`src/hdl/ldsolve_pkg.sv`:
```
package ldsolve_pkg;

    localparam int DEF_WIDTH = 32;

    typedef enum logic [1:0] {
        ST_OK     = 2'd0,
        ST_NODIV  = 2'd1,
        ST_ABZERO = 2'd2
    } status_t;

    typedef enum logic [1:0] {
        SEL_EUC = 2'd0,
        SEL_CD  = 2'd1,
        SEL_BD  = 2'd2,
        SEL_AD  = 2'd3
    } div_sel_t;

    typedef enum logic [3:0] {
        S_IDLE,
        S_CHECK,
        S_EUC_GO,
        S_EUC_WAIT,
        S_MUL,
        S_UPD,
        S_CD_GO,
        S_CD_WAIT,
        S_BD_GO,
        S_BD_WAIT,
        S_AD_GO,
        S_AD_WAIT,
        S_MULK,
        S_FINISH
    } state_t;

    typedef struct packed {
        logic     load;
        logic     div_start;
        div_sel_t div_sel;
        logic     cap_q;
        logic     mul;
        logic     upd;
        logic     cap_k;
        logic     cap_xs;
        logic     cap_ys;
        logic     mulk;
        logic     out_load;
        status_t  out_status;
    } cmd_t;

    typedef struct packed {
        logic ab_zero;
        logic r1_zero;
        logic div_done;
        logic rem_zero;
    } sts_t;

endpackage

```
`src/hdl/ldsolve_ctrl.sv`:
```
module ldsolve_ctrl
    import ldsolve_pkg::*;
(
    input  logic clk,
    input  logic rst_n,
    input  logic s_tvalid,
    output logic s_tready,
    output logic m_tvalid,
    input  logic m_tready,
    input  sts_t sts,
    output cmd_t cmd
);

    state_t  state_reg, state_next;
    status_t status_reg, status_next;
    logic    ov_reg, ov_next;

    always_comb
    begin
        state_next  = state_reg;
        status_next = status_reg;
        unique case (state_reg)
            S_IDLE:
                if (s_tvalid)
                    state_next = S_CHECK;
            S_CHECK:
                if (sts.ab_zero)
                begin
                    status_next = ST_ABZERO;
                    state_next  = S_FINISH;
                end
                else if (sts.r1_zero)
                    state_next = S_CD_GO;
                else
                    state_next = S_EUC_GO;
            S_EUC_GO:
                state_next = S_EUC_WAIT;
            S_EUC_WAIT:
                if (sts.div_done)
                    state_next = S_MUL;
            S_MUL:
                state_next = S_UPD;
            S_UPD:
                state_next = S_CHECK;
            S_CD_GO:
                state_next = S_CD_WAIT;
            S_CD_WAIT:
                if (sts.div_done)
                    state_next = S_BD_GO;
            S_BD_GO:
                // k and the remainder of c / d are in place now
                if (!sts.rem_zero)
                begin
                    status_next = ST_NODIV;
                    state_next  = S_FINISH;
                end
                else
                    state_next = S_BD_WAIT;
            S_BD_WAIT:
                if (sts.div_done)
                    state_next = S_AD_GO;
            S_AD_GO:
                state_next = S_AD_WAIT;
            S_AD_WAIT:
                if (sts.div_done)
                    state_next = S_MULK;
            S_MULK:
            begin
                status_next = ST_OK;
                state_next  = S_FINISH;
            end
            S_FINISH:
                if (!ov_reg || m_tready)
                    state_next = S_IDLE;
            default:
                state_next = S_IDLE;
        endcase
    end

    always_comb
    begin
        cmd            = '0;
        cmd.div_sel    = SEL_EUC;
        cmd.out_status = status_reg;
        s_tready       = 1'b0;
        unique case (state_reg)
            S_IDLE:
            begin
                s_tready = 1'b1;
                cmd.load = s_tvalid;
            end
            S_EUC_GO:
                cmd.div_start = 1'b1;
            S_EUC_WAIT:
                cmd.cap_q = sts.div_done;
            S_MUL:
                cmd.mul = 1'b1;
            S_UPD:
                cmd.upd = 1'b1;
            S_CD_GO:
            begin
                cmd.div_sel   = SEL_CD;
                cmd.div_start = 1'b1;
            end
            S_CD_WAIT:
            begin
                cmd.div_sel = SEL_CD;
                cmd.cap_k   = sts.div_done;
            end
            S_BD_GO:
            begin
                cmd.div_sel   = SEL_BD;
                cmd.div_start = sts.rem_zero;
            end
            S_BD_WAIT:
            begin
                cmd.div_sel = SEL_BD;
                cmd.cap_xs  = sts.div_done;
            end
            S_AD_GO:
            begin
                cmd.div_sel   = SEL_AD;
                cmd.div_start = 1'b1;
            end
            S_AD_WAIT:
            begin
                cmd.div_sel = SEL_AD;
                cmd.cap_ys  = sts.div_done;
            end
            S_MULK:
                cmd.mulk = 1'b1;
            S_FINISH:
                cmd.out_load = !ov_reg || m_tready;
            default:
                cmd.load = 1'b0;
        endcase
    end

    always_comb
    begin
        ov_next = ov_reg;
        if (cmd.out_load)
            ov_next = 1'b1;
        else if (m_tready)
            ov_next = 1'b0;
    end

    always_ff @(posedge clk or negedge rst_n)
    begin
        if (!rst_n)
        begin
            state_reg  <= S_IDLE;
            status_reg <= ST_OK;
            ov_reg     <= 1'b0;
        end
        else
        begin
            state_reg  <= state_next;
            status_reg <= status_next;
            ov_reg     <= ov_next;
        end
    end

    assign m_tvalid = ov_reg;

    a_no_overwrite: assert property (@(posedge clk) disable iff (!rst_n)
        cmd.out_load |-> (!ov_reg || m_tready))
        else $error("result register overwritten before transfer");
    a_accept_check: assert property (@(posedge clk) disable iff (!rst_n)
        (s_tvalid && s_tready) |=> state_reg == S_CHECK)
        else $error("accepted transaction not processed");
    a_done_waiting: assert property (@(posedge clk) disable iff (!rst_n)
        sts.div_done |-> (state_reg == S_EUC_WAIT || state_reg == S_CD_WAIT
                          || state_reg == S_BD_WAIT || state_reg == S_AD_WAIT))
        else $error("division finished outside a wait state");

endmodule

```
`config.mk`:
```
export PLATFORM = sky130hd
export DESIGN_NAME = ldsolve_ctrl
export DESIGN_NICKNAME = d
export VERILOG_FILES = /design/src/hdl/ldsolve_pkg.sv /design/src/hdl/ldsolve_ctrl.sv
export SDC_FILE = /design/constraint.sdc
export NUM_CORES = 1
export LEC_CHECK = 0
export ABC_AREA = 0
export BUFFER_PORTS_ARGS = -buffer_cell sky130_fd_sc_hd__clkbuf_2
export CAP_MARGIN = 10
export CORE_AREA = 2 2 39 41
export CTS_BUF_LIST = sky130_fd_sc_hd__clkbuf_4
export DETAILED_ROUTE_END_ITERATION = 7
export DIE_AREA = 0 0 41 43
export HOLD_SLACK_MARGIN = 0.1
export PLACE_DENSITY = 0.79
export RECOVER_POWER = 25
export SETUP_SLACK_MARGIN = 0.5
export SKIP_CTS_REPAIR_TIMING = 1
export SLEW_MARGIN = 15
export SYNTH_ARGS = -nofsm -noshare
export SYNTH_HDL_FRONTEND = slang
export SYNTH_SLANG_ARGS = --single-unit
```
`constraint.sdc`:
```
create_clock -name clk -period 1.5 [get_ports clk]
set_input_delay 0.075 -clock clk [delete_from_list [all_inputs] [get_ports clk]]
set_output_delay 0.075 -clock clk [all_outputs]
set_load 0.05 [all_outputs]
```
==> results of run 1 <==
==> metal layers <==
metal	vias up	share of wire (%)	wire [µm]
met5	-	0	0
met4	0	3.9	85
met3	8	2.0	43
met2	25	54	1190
met1	356	40	873
li1	344	-	-
==> synthesized netlist by cell type <==
cell / instances
nand2_1: 7
dfrtp_1: 7
mux2i_1: 1
or3_1: 1
o22ai_1: 1
buf_4: 2
or2b_4: 1
or2_1: 1
and3_1: 2
a32oi_1: 1
nor2b_1: 3
nor3b_1: 2
o2111ai_1: 1
nor4_1: 2
nand4b_1: 1
nor3_1: 3
nand3_1: 1
o21ai_0: 2
clkbuf_1: 2
inv_1: 4
a222oi_1: 1
buf_2: 2
a21boi_1: 1
a21oi_2: 1
a22oi_1: 1
o21bai_1: 1
a21oi_1: 4
nand2b_2: 1
inv_2: 1
o21ai_1: 1
a32o_1: 1
nand2b_1: 4
nor2_1: 12
a31oi_1: 2
==> area by class of cell <==
cell class,instances,area (µm²)
Fill cell,79,238
Clock buffer,4,30.0
Multi-Input combinational cell,60,547
Sequential cell,7,181
Timing Repair Buffer,37,343
Tap cell,16,20.0
Inverter,5,25.0
==> worst max-delay path, cell delays in order (launching register included) <==
cell and delay [ps]:
dfrtp_2 440, or2b_4 280, a21oi_4 80, or3_1 330
a222oi_1 260
==> power breakdown <==
part           total (mW)  switching, mW  internal (mW)  leakage [nW]
clock network       0.198         0.0777          0.120        0.0184
logic                2.36           1.39          0.968         0.378
registers           0.424          0.128          0.296        0.0790
total                2.98           1.60           1.38         0.475
==> worst max-delay path by stage <==
stage / from / endpoint / slack (ps)
finish: state_reg[3] / state_reg[3] / -7
global route: state_reg[3] / state_reg[3] / -60
CTS: state_reg[0] / cmd[13] / -170
detailed placement: state_reg[3] / state_reg[3] / 30
global placement: state_reg[3] / state_reg[3] / 100
floorplan: state_reg[0] / s_tready / 160
==> through the flow <==
step | std cells | utilization, % | hold slack [ps] | instance area, µm² | TNS, ps
finish | 129 | 82.8 | 172 | 1150 | -13.2
CTS | 124 | 65.7 | -359 | 910 | -841
floorplan | 78 | - | -221 | 736 | 0
global route | 129 | 82.8 | 200 | 1150 | -150
global placement | 120 | 63.6 | -79.9 | 880 | 0
detailed placement | 120 | 63.6 | -77.7 | 880 | 0
==> cell families after synthesis <==
kind of cell / count (synthesis) / synth area share (%)
AOI/OAI and AO/OA: 18 / 21.3
buffers and inverters: 11 / 8.91
DFF: 7 / 30.4
muxes: 1 / 1.74
and+or+nand+nor: 41 / 37.6
==> flow_metrics.tcl, run 1 <==
set metrics [dict create \
    status "finished with violations" \
    violations "negative setup slack" \
    r2r_slack_ps -7 \
    finalHoldViolCount 0 \
    p_leak_nw 0.475 \
    via_count 733 \
    synthesis.area_um2 576 \
    clock.fmax_mhz 663 \
    fin_crit_ps 1510 \
    yosys.area.top_type "dfrtp_1" \
    cts_tree "done" \
    drive_gt1_share_pct 64.6 \
    clock_sinks 7 \
    ir_drop_mv 1.36 \
    num_rows 14 \
    drtPass1Iterations 4 \
    drc 0 \
    setup_viol 2 \
    drt_iter0_drc 10 \
    max_cap_viol_count 0 \
    power_mw 2.98 \
    worst_pin_slew_ps 383 \
    grt_usage_pct 24.1 \
    worstPathRequired_ps 1650 \
    hold_start "sts[0]" \
    largest_reg_flops 4 \
    dp_hpwl_mm 1.33 \
    wl_mm 2.19 \
    antenna_found_initial 0 \
    fp.coreArea_um2 1380 \
    slew_viol_final 0 \
    finalWorstSetupSlack_ps -7.48 \
    crit_type "reg -> reg" \
    met1_usage_pct 29.6 \
    ant_nets 0 \
    htree_num_levels 1 \
    period_share_pct 100 \
    cts_made_buffers 3 \
    wl_per_cell_um 17.0 \
    powerDensity_nw_per_um2 2600 \
    grt_pass1_vias 657 \
    dieArea_um2 1760 \
    path_clk_slew_ps 60 \
    root_buffer "clkbuf_4" \
    critPathLaunchType "flop" \
    arrival_ps 1660 \
    cts.path.max_buffers 2 \
    synth.avg_cell_area_um2 7.38 \
    vias_per_cell 5.68 \
    synth_area_leaders "dfrtp_1 30%, nor2_1 7.8%, nand2_1 4.6%, nand2b_1 4.3%, a21oi_1 3.5%" \
    grtUsageMet3_pct 4.71 \
    mostFrequentLayoutCells "13 x buf_6, 10 x buf_4, 7 x clkbuf_2" \
    worstReg2RegStart "state_reg[3]" \
    cp_max_fo 5 \
    dp_slack_ps 33.4 \
    rsz0062_at_grt "true" \
    ioPinCount 24 \
    fin_worst_skew_ps 10.9 \
    grt_max_degree 17 \
    met2_usage_pct 35.6 \
    worstSkewPairLatency_ps 260 \
    gp_congestion 0.803 \
    antenna-diode-count 0 \
    busiest_layer "met2" \
    slew_headroom_pct 74.5 \
    final_common_cell "buf_6" \
    end_kind "flop" \
    rr_worst_depth 4 \
    grt_pass1_wl_mm 2.84 \
    timing.rr.end "state_reg[3]" \
    ys_seq_area_share_pct 30.4 \
    synth_seq_cells 7 \
    start_util_pct 41.6 \
    syn_to_final_growth_pct 99.1 \
    syn_inst 78 \
    io_buffer_count 23 \
    syn-num-nets 86 \
    layout.nets 122 \
    ys_warn_count 0 \
    grt-ovfl-total 0 \
    fp.dieW_um 41 \
    holdCritPathClass "in -> reg" \
    synth_top_area_share_pct 30.4 \
    die_h_um 43 \
    min_to "status_reg[0]" \
    synth_cell_types 34 \
    worstHoldPathCells 4 \
]
(Power assumes the default switching activity.)
==> inputs of run 2 (changes only) <==
--- a/config.mk
+++ b/config.mk
@@ -14,7 +14,7 @@
 export DIE_AREA = 0 0 41 43
 export HOLD_SLACK_MARGIN = 0.1
 export PLACE_DENSITY = 0.79
-export RECOVER_POWER = 25
+export RECOVER_POWER = 100
 export SETUP_SLACK_MARGIN = 0.5
 export SKIP_CTS_REPAIR_TIMING = 1
 export SLEW_MARGIN = 15
==> flow_metrics.tcl, run 2 (synthesized netlist as in run 1, its figures left out) <==
set metrics [dict create \
    cpPeakStageDelay_ps 440 \
    dp_slack_ps 33.4 \
    rr_worst_depth 4 \
    path_clk_slew_ps 60 \
    power_mw 2.96 \
    worstSkewPairLatency_ps 260 \
    worstReg2RegStart "state_reg[3]" \
    met2_usage_pct 35.6 \
    drive_gt1_share_pct 61.9 \
    die_h_um 43 \
    holdCritPathClass "in -> reg" \
    finalHoldViolCount 0 \
    ioPinCount 24 \
    syn_to_final_growth_pct 97.6 \
    critPathLaunch "state_reg[3]" \
    worstPathCellList "or2b_4 -> a21oi_4 -> or3_1 -> a222oi_1" \
    cts_tree "done" \
    met1_usage_pct 29.6 \
    start_util_pct 41.6 \
    slew_viol_final 0 \
    grt_usage_pct 24.1 \
    largest_reg_flops 4 \
    worstPathRequired_ps 1650 \
    timing.rr.end "state_reg[3]" \
    antenna-diode-count 0 \
    slew_headroom_pct 60.8 \
    arrival_ps 1660 \
    layout.nets 122 \
    grt_pass1_vias 657 \
    setup_viol 2 \
    root_buffer "clkbuf_4" \
    critPathLaunchType "flop" \
    violations "negative setup slack" \
    end_kind "flop" \
    wl_mm 2.19 \
    clock.fmax_mhz 663 \
    drt_iter0_drc 10 \
    htree_num_levels 1 \
    max_cap_viol_count 0 \
    fp.coreArea_um2 1380 \
    fin_crit_ps 1510 \
    cts_made_buffers 3 \
    crit_type "reg -> reg" \
    grt_pass1_wl_mm 2.84 \
    worst_pin_slew_ps 591 \
    num_rows 14 \
    grtUsageMet3_pct 4.71 \
    dieArea_um2 1760 \
    status "finished with violations" \
    finalWorstSetupSlack_ps -7.48 \
    place_area_um2 880 \
    p_leak_nw 0.465 \
    rsz0062_at_grt "true" \
    grt_max_degree 17 \
    final_common_cell "buf_6" \
    gp_congestion 0.803 \
    mostFrequentLayoutCells "13 x buf_6, 9 x buf_4, 6 x clkbuf_2" \
    clock_sinks 7 \
    final_cell_area_um2 1140 \
    fp.dieW_um 41 \
    r2r_slack_ps -7 \
    dp_hpwl_mm 1.33 \
    powerDensity_nw_per_um2 2600 \
    ir_drop_mv 1.36 \
    wl_per_cell_um 16.9 \
    via_count 734 \
    grt-ovfl-total 0 \
    cts.path.max_buffers 2 \
    io_buffer_count 23 \
    ant_nets 0 \
    fin_worst_skew_ps 10.9 \
    drtPass1Iterations 4 \
    critPathCapture "state_reg[3]" \
    period_share_pct 100 \
    antenna_found_initial 0 \
    drc 0 \
    vias_per_cell 5.69 \
    cp_max_fo 5 \
    busiest_layer "met2" \
    critPathSlowestCell "dfrtp_2" \
]
-- run 2: cell types whose count changed in the layout (fill, tap and decap cells not counted), sizes merged --
cell    change
buf         -1
clkbuf      +1
-- run 2: stage by stage --
stage          hold slack (ps)  instances  TNS (ps)  utilization, %
6_report                   172        129     -13.2            82.2
2_1_floorplan             -221         78         0               -
4_1_cts                   -359        124      -841            65.7
3_3_place_gp             -79.9        120         0            63.6
3_5_place_dp             -77.7        120         0            63.6
5_1_grt                    200        129      -150            82.2
-- run 2: layout make-up --
type	instances	area (µm²)
inverter	5	25.0
timing repair buffer	37	334
tap	16	20.0
multi-input combinational	60	547
sequential	7	181
clock buffer	4	30.0
fill	80	246
-- run 2: worst min path at each step --
stage / start / to / slack, ps / cells after the start
2_1_floorplan: rst_n / m_tvalid / -220 / 0
3_3_place_gp: rst_n / state_reg[1] / -80 / 1
3_5_place_dp: rst_n / state_reg[1] / -80 / 1
4_1_cts: rst_n / state_reg[2] / -360 / 1
5_1_grt: m_tready / m_tvalid / 200 / 3
6_report: sts[0] / status_reg[0] / 170 / 4
-- run 2: critical path, delay by kind of cell, from the launching register on --
family           cells  cell delay (ps)
AO/OA/AOI/OAI        2              340
flip-flops           1              440
AND/OR/NAND/NOR      2              610
-- run 2: power breakdown --
| group | leakage [nW] | internal (mW) | switching (mW) | total, mW |
|---|---|---|---|---|
| registers | 0.0790 | 0.296 | 0.128 | 0.424 |
| clock network | 0.0184 | 0.120 | 0.0777 | 0.198 |
| logic | 0.367 | 0.947 | 1.39 | 2.34 |
-- run 2: layer usage --
metal / routed length [µm] / vias up / share of wire [%]
li1: - / 344 / -
met1: 872 / 357 / 40
met2: 1190 / 25 / 54
met3: 40 / 8 / 1.8
met4: 85 / 0 / 3.9
met5: 0 / - / 0
==> inputs of run 3 (changes only) <==
--- a/config.mk
+++ b/config.mk
@@ -13,6 +13,7 @@
 export DETAILED_ROUTE_END_ITERATION = 7
 export DIE_AREA = 0 0 41 43
 export HOLD_SLACK_MARGIN = 0.1
+export MAX_ROUTING_LAYER = met4
 export PLACE_DENSITY = 0.79
 export RECOVER_POWER = 100
 export SETUP_SLACK_MARGIN = 0.5
==> flow_metrics.tcl, run 3 (synthesized netlist as in run 1, its figures left out) <==
set metrics [dict create \
    die_h_um 43 \
    arrival_ps 1660 \
    root_buffer "clkbuf_4" \
    largest_reg_flops 4 \
    antenna_found_initial 0 \
    cts.path.max_buffers 2 \
    powerDensity_nw_per_um2 2600 \
    clock_sinks 7 \
    wl_per_cell_um 17.1 \
    worstPathRequired_ps 1650 \
    htree_num_levels 1 \
    drc 0 \
    vias_per_cell 5.60 \
    grt_pass1_wl_mm 2.84 \
    crit_type "reg -> reg" \
    worstHoldPathCells 4 \
    cts_made_buffers 3 \
    timing.rr.end "state_reg[3]" \
    mostFrequentLayoutCells "13 x buf_6, 9 x buf_4, 6 x clkbuf_2" \
    start_util_pct 41.6 \
    fp.coreArea_um2 1380 \
    cts_tree "done" \
    period_share_pct 101 \
    grt_pass1_vias 656 \
    setup_viol 2 \
    worst_pin_slew_ps 591 \
    finalWorstSetupSlack_ps -10.1 \
    worstSkewPairLatency_ps 260 \
    r2r_slack_ps -10 \
    dp_hpwl_mm 1.33 \
    cp_max_fo 5 \
    status "finished with violations" \
    grt-ovfl-total 0 \
    clock.fmax_mhz 662 \
    fp.dieW_um 41 \
    gp_congestion 0.815 \
    syn_to_final_growth_pct 97.6 \
    dieArea_um2 1760 \
    finalHoldViolCount 0 \
    final_cell_count_no_fill 129 \
    violations "negative setup slack" \
    drive_gt1_share_pct 61.9 \
    num_rows 14 \
    via_count 722 \
    path_clk_slew_ps 60 \
    slew_headroom_pct 60.8 \
    slew_viol_final 0 \
    critPathLaunchType "flop" \
    fin_worst_skew_ps 10.6 \
    min_to "status_reg[0]" \
    worstReg2RegStart "state_reg[3]" \
    ioPinCount 24 \
    ir_drop_mv 1.36 \
    ant_nets 0 \
    rr_worst_depth 4 \
    fin_crit_ps 1510 \
    antenna-diode-count 0 \
    power_mw 2.96 \
    final_common_cell "buf_6" \
    dp_slack_ps 33.4 \
    p_leak_nw 0.465 \
    drtPass1Iterations 4 \
    end_kind "flop" \
    grt_max_degree 17 \
    nFillCells 80 \
    holdCritPathClass "in -> reg" \
    rsz0062_at_grt "true" \
    max_cap_viol_count 0 \
    hold_start "sts[0]" \
    grt_usage_pct 24.7 \
    dp.cells 120 \
    layout.nets 122 \
    wl_mm 2.20 \
    io_buffer_count 23 \
    drt_iter0_drc 10 \
]
## run 3: how the worst max path moves through the flow
stage	start	endpoint	slack, ps	cells past startpoint
6_report	state_reg[3]	state_reg[3]	-10	4
3_3_place_gp	state_reg[3]	state_reg[3]	100	4
3_5_place_dp	state_reg[3]	state_reg[3]	30	4
4_1_cts	state_reg[0]	cmd[13]	-170	4
2_1_floorplan	state_reg[0]	s_tready	160	3
5_1_grt	state_reg[3]	state_reg[3]	-60	4
## run 3: final cells by class
class / count / area (µm²) / area share (%)
inverter: 5 / 25.0 / 2.20
sequential: 7 / 181 / 16.0
timing repair buffer: 37 / 334 / 29.4
tap: 16 / 20.0 / 1.76
clock buffer: 4 / 30.0 / 2.64
multi-input combinational: 60 / 547 / 48.1
## run 3: through the flow
| step | instance area, µm² | util (%) | hold slack, ps | TNS, ps |
|---|---|---|---|---|
| 6_report | 1140 | 82.2 | 170 | -19.3 |
| 5_1_grt | 1140 | 82.2 | 200 | -150 |
| 4_1_cts | 910 | 65.7 | -359 | -841 |
| 3_5_place_dp | 880 | 63.6 | -77.7 | 0 |
| 3_3_place_gp | 880 | 63.6 | -79.9 | 0 |
| 2_1_floorplan | 736 | - | -221 | 0 |
## run 3: report_power, final
group	total, mW	leakage (nW)	switching [mW]	internal (mW)
clock	0.199	0.0184	0.0789	0.120
sequential	0.426	0.0790	0.129	0.296
combinational	2.34	0.367	1.39	0.947
total	2.96	0.465	1.60	1.36
## run 3: critical path, cell delays in order, from the launching register on
cell and delay, ps:
dfrtp_2 450, or2b_4 280, a21oi_4 80, or3_1 320
a222oi_1 260
## run 3: per-layer routing
metal	share of wire, %	routed length, µm	track usage (%)
met2	55	1210	35.6
met4	4.0	89	17.3
met3	2.2	49	4.71
met5	0	0	-
met1	39	853	29.6
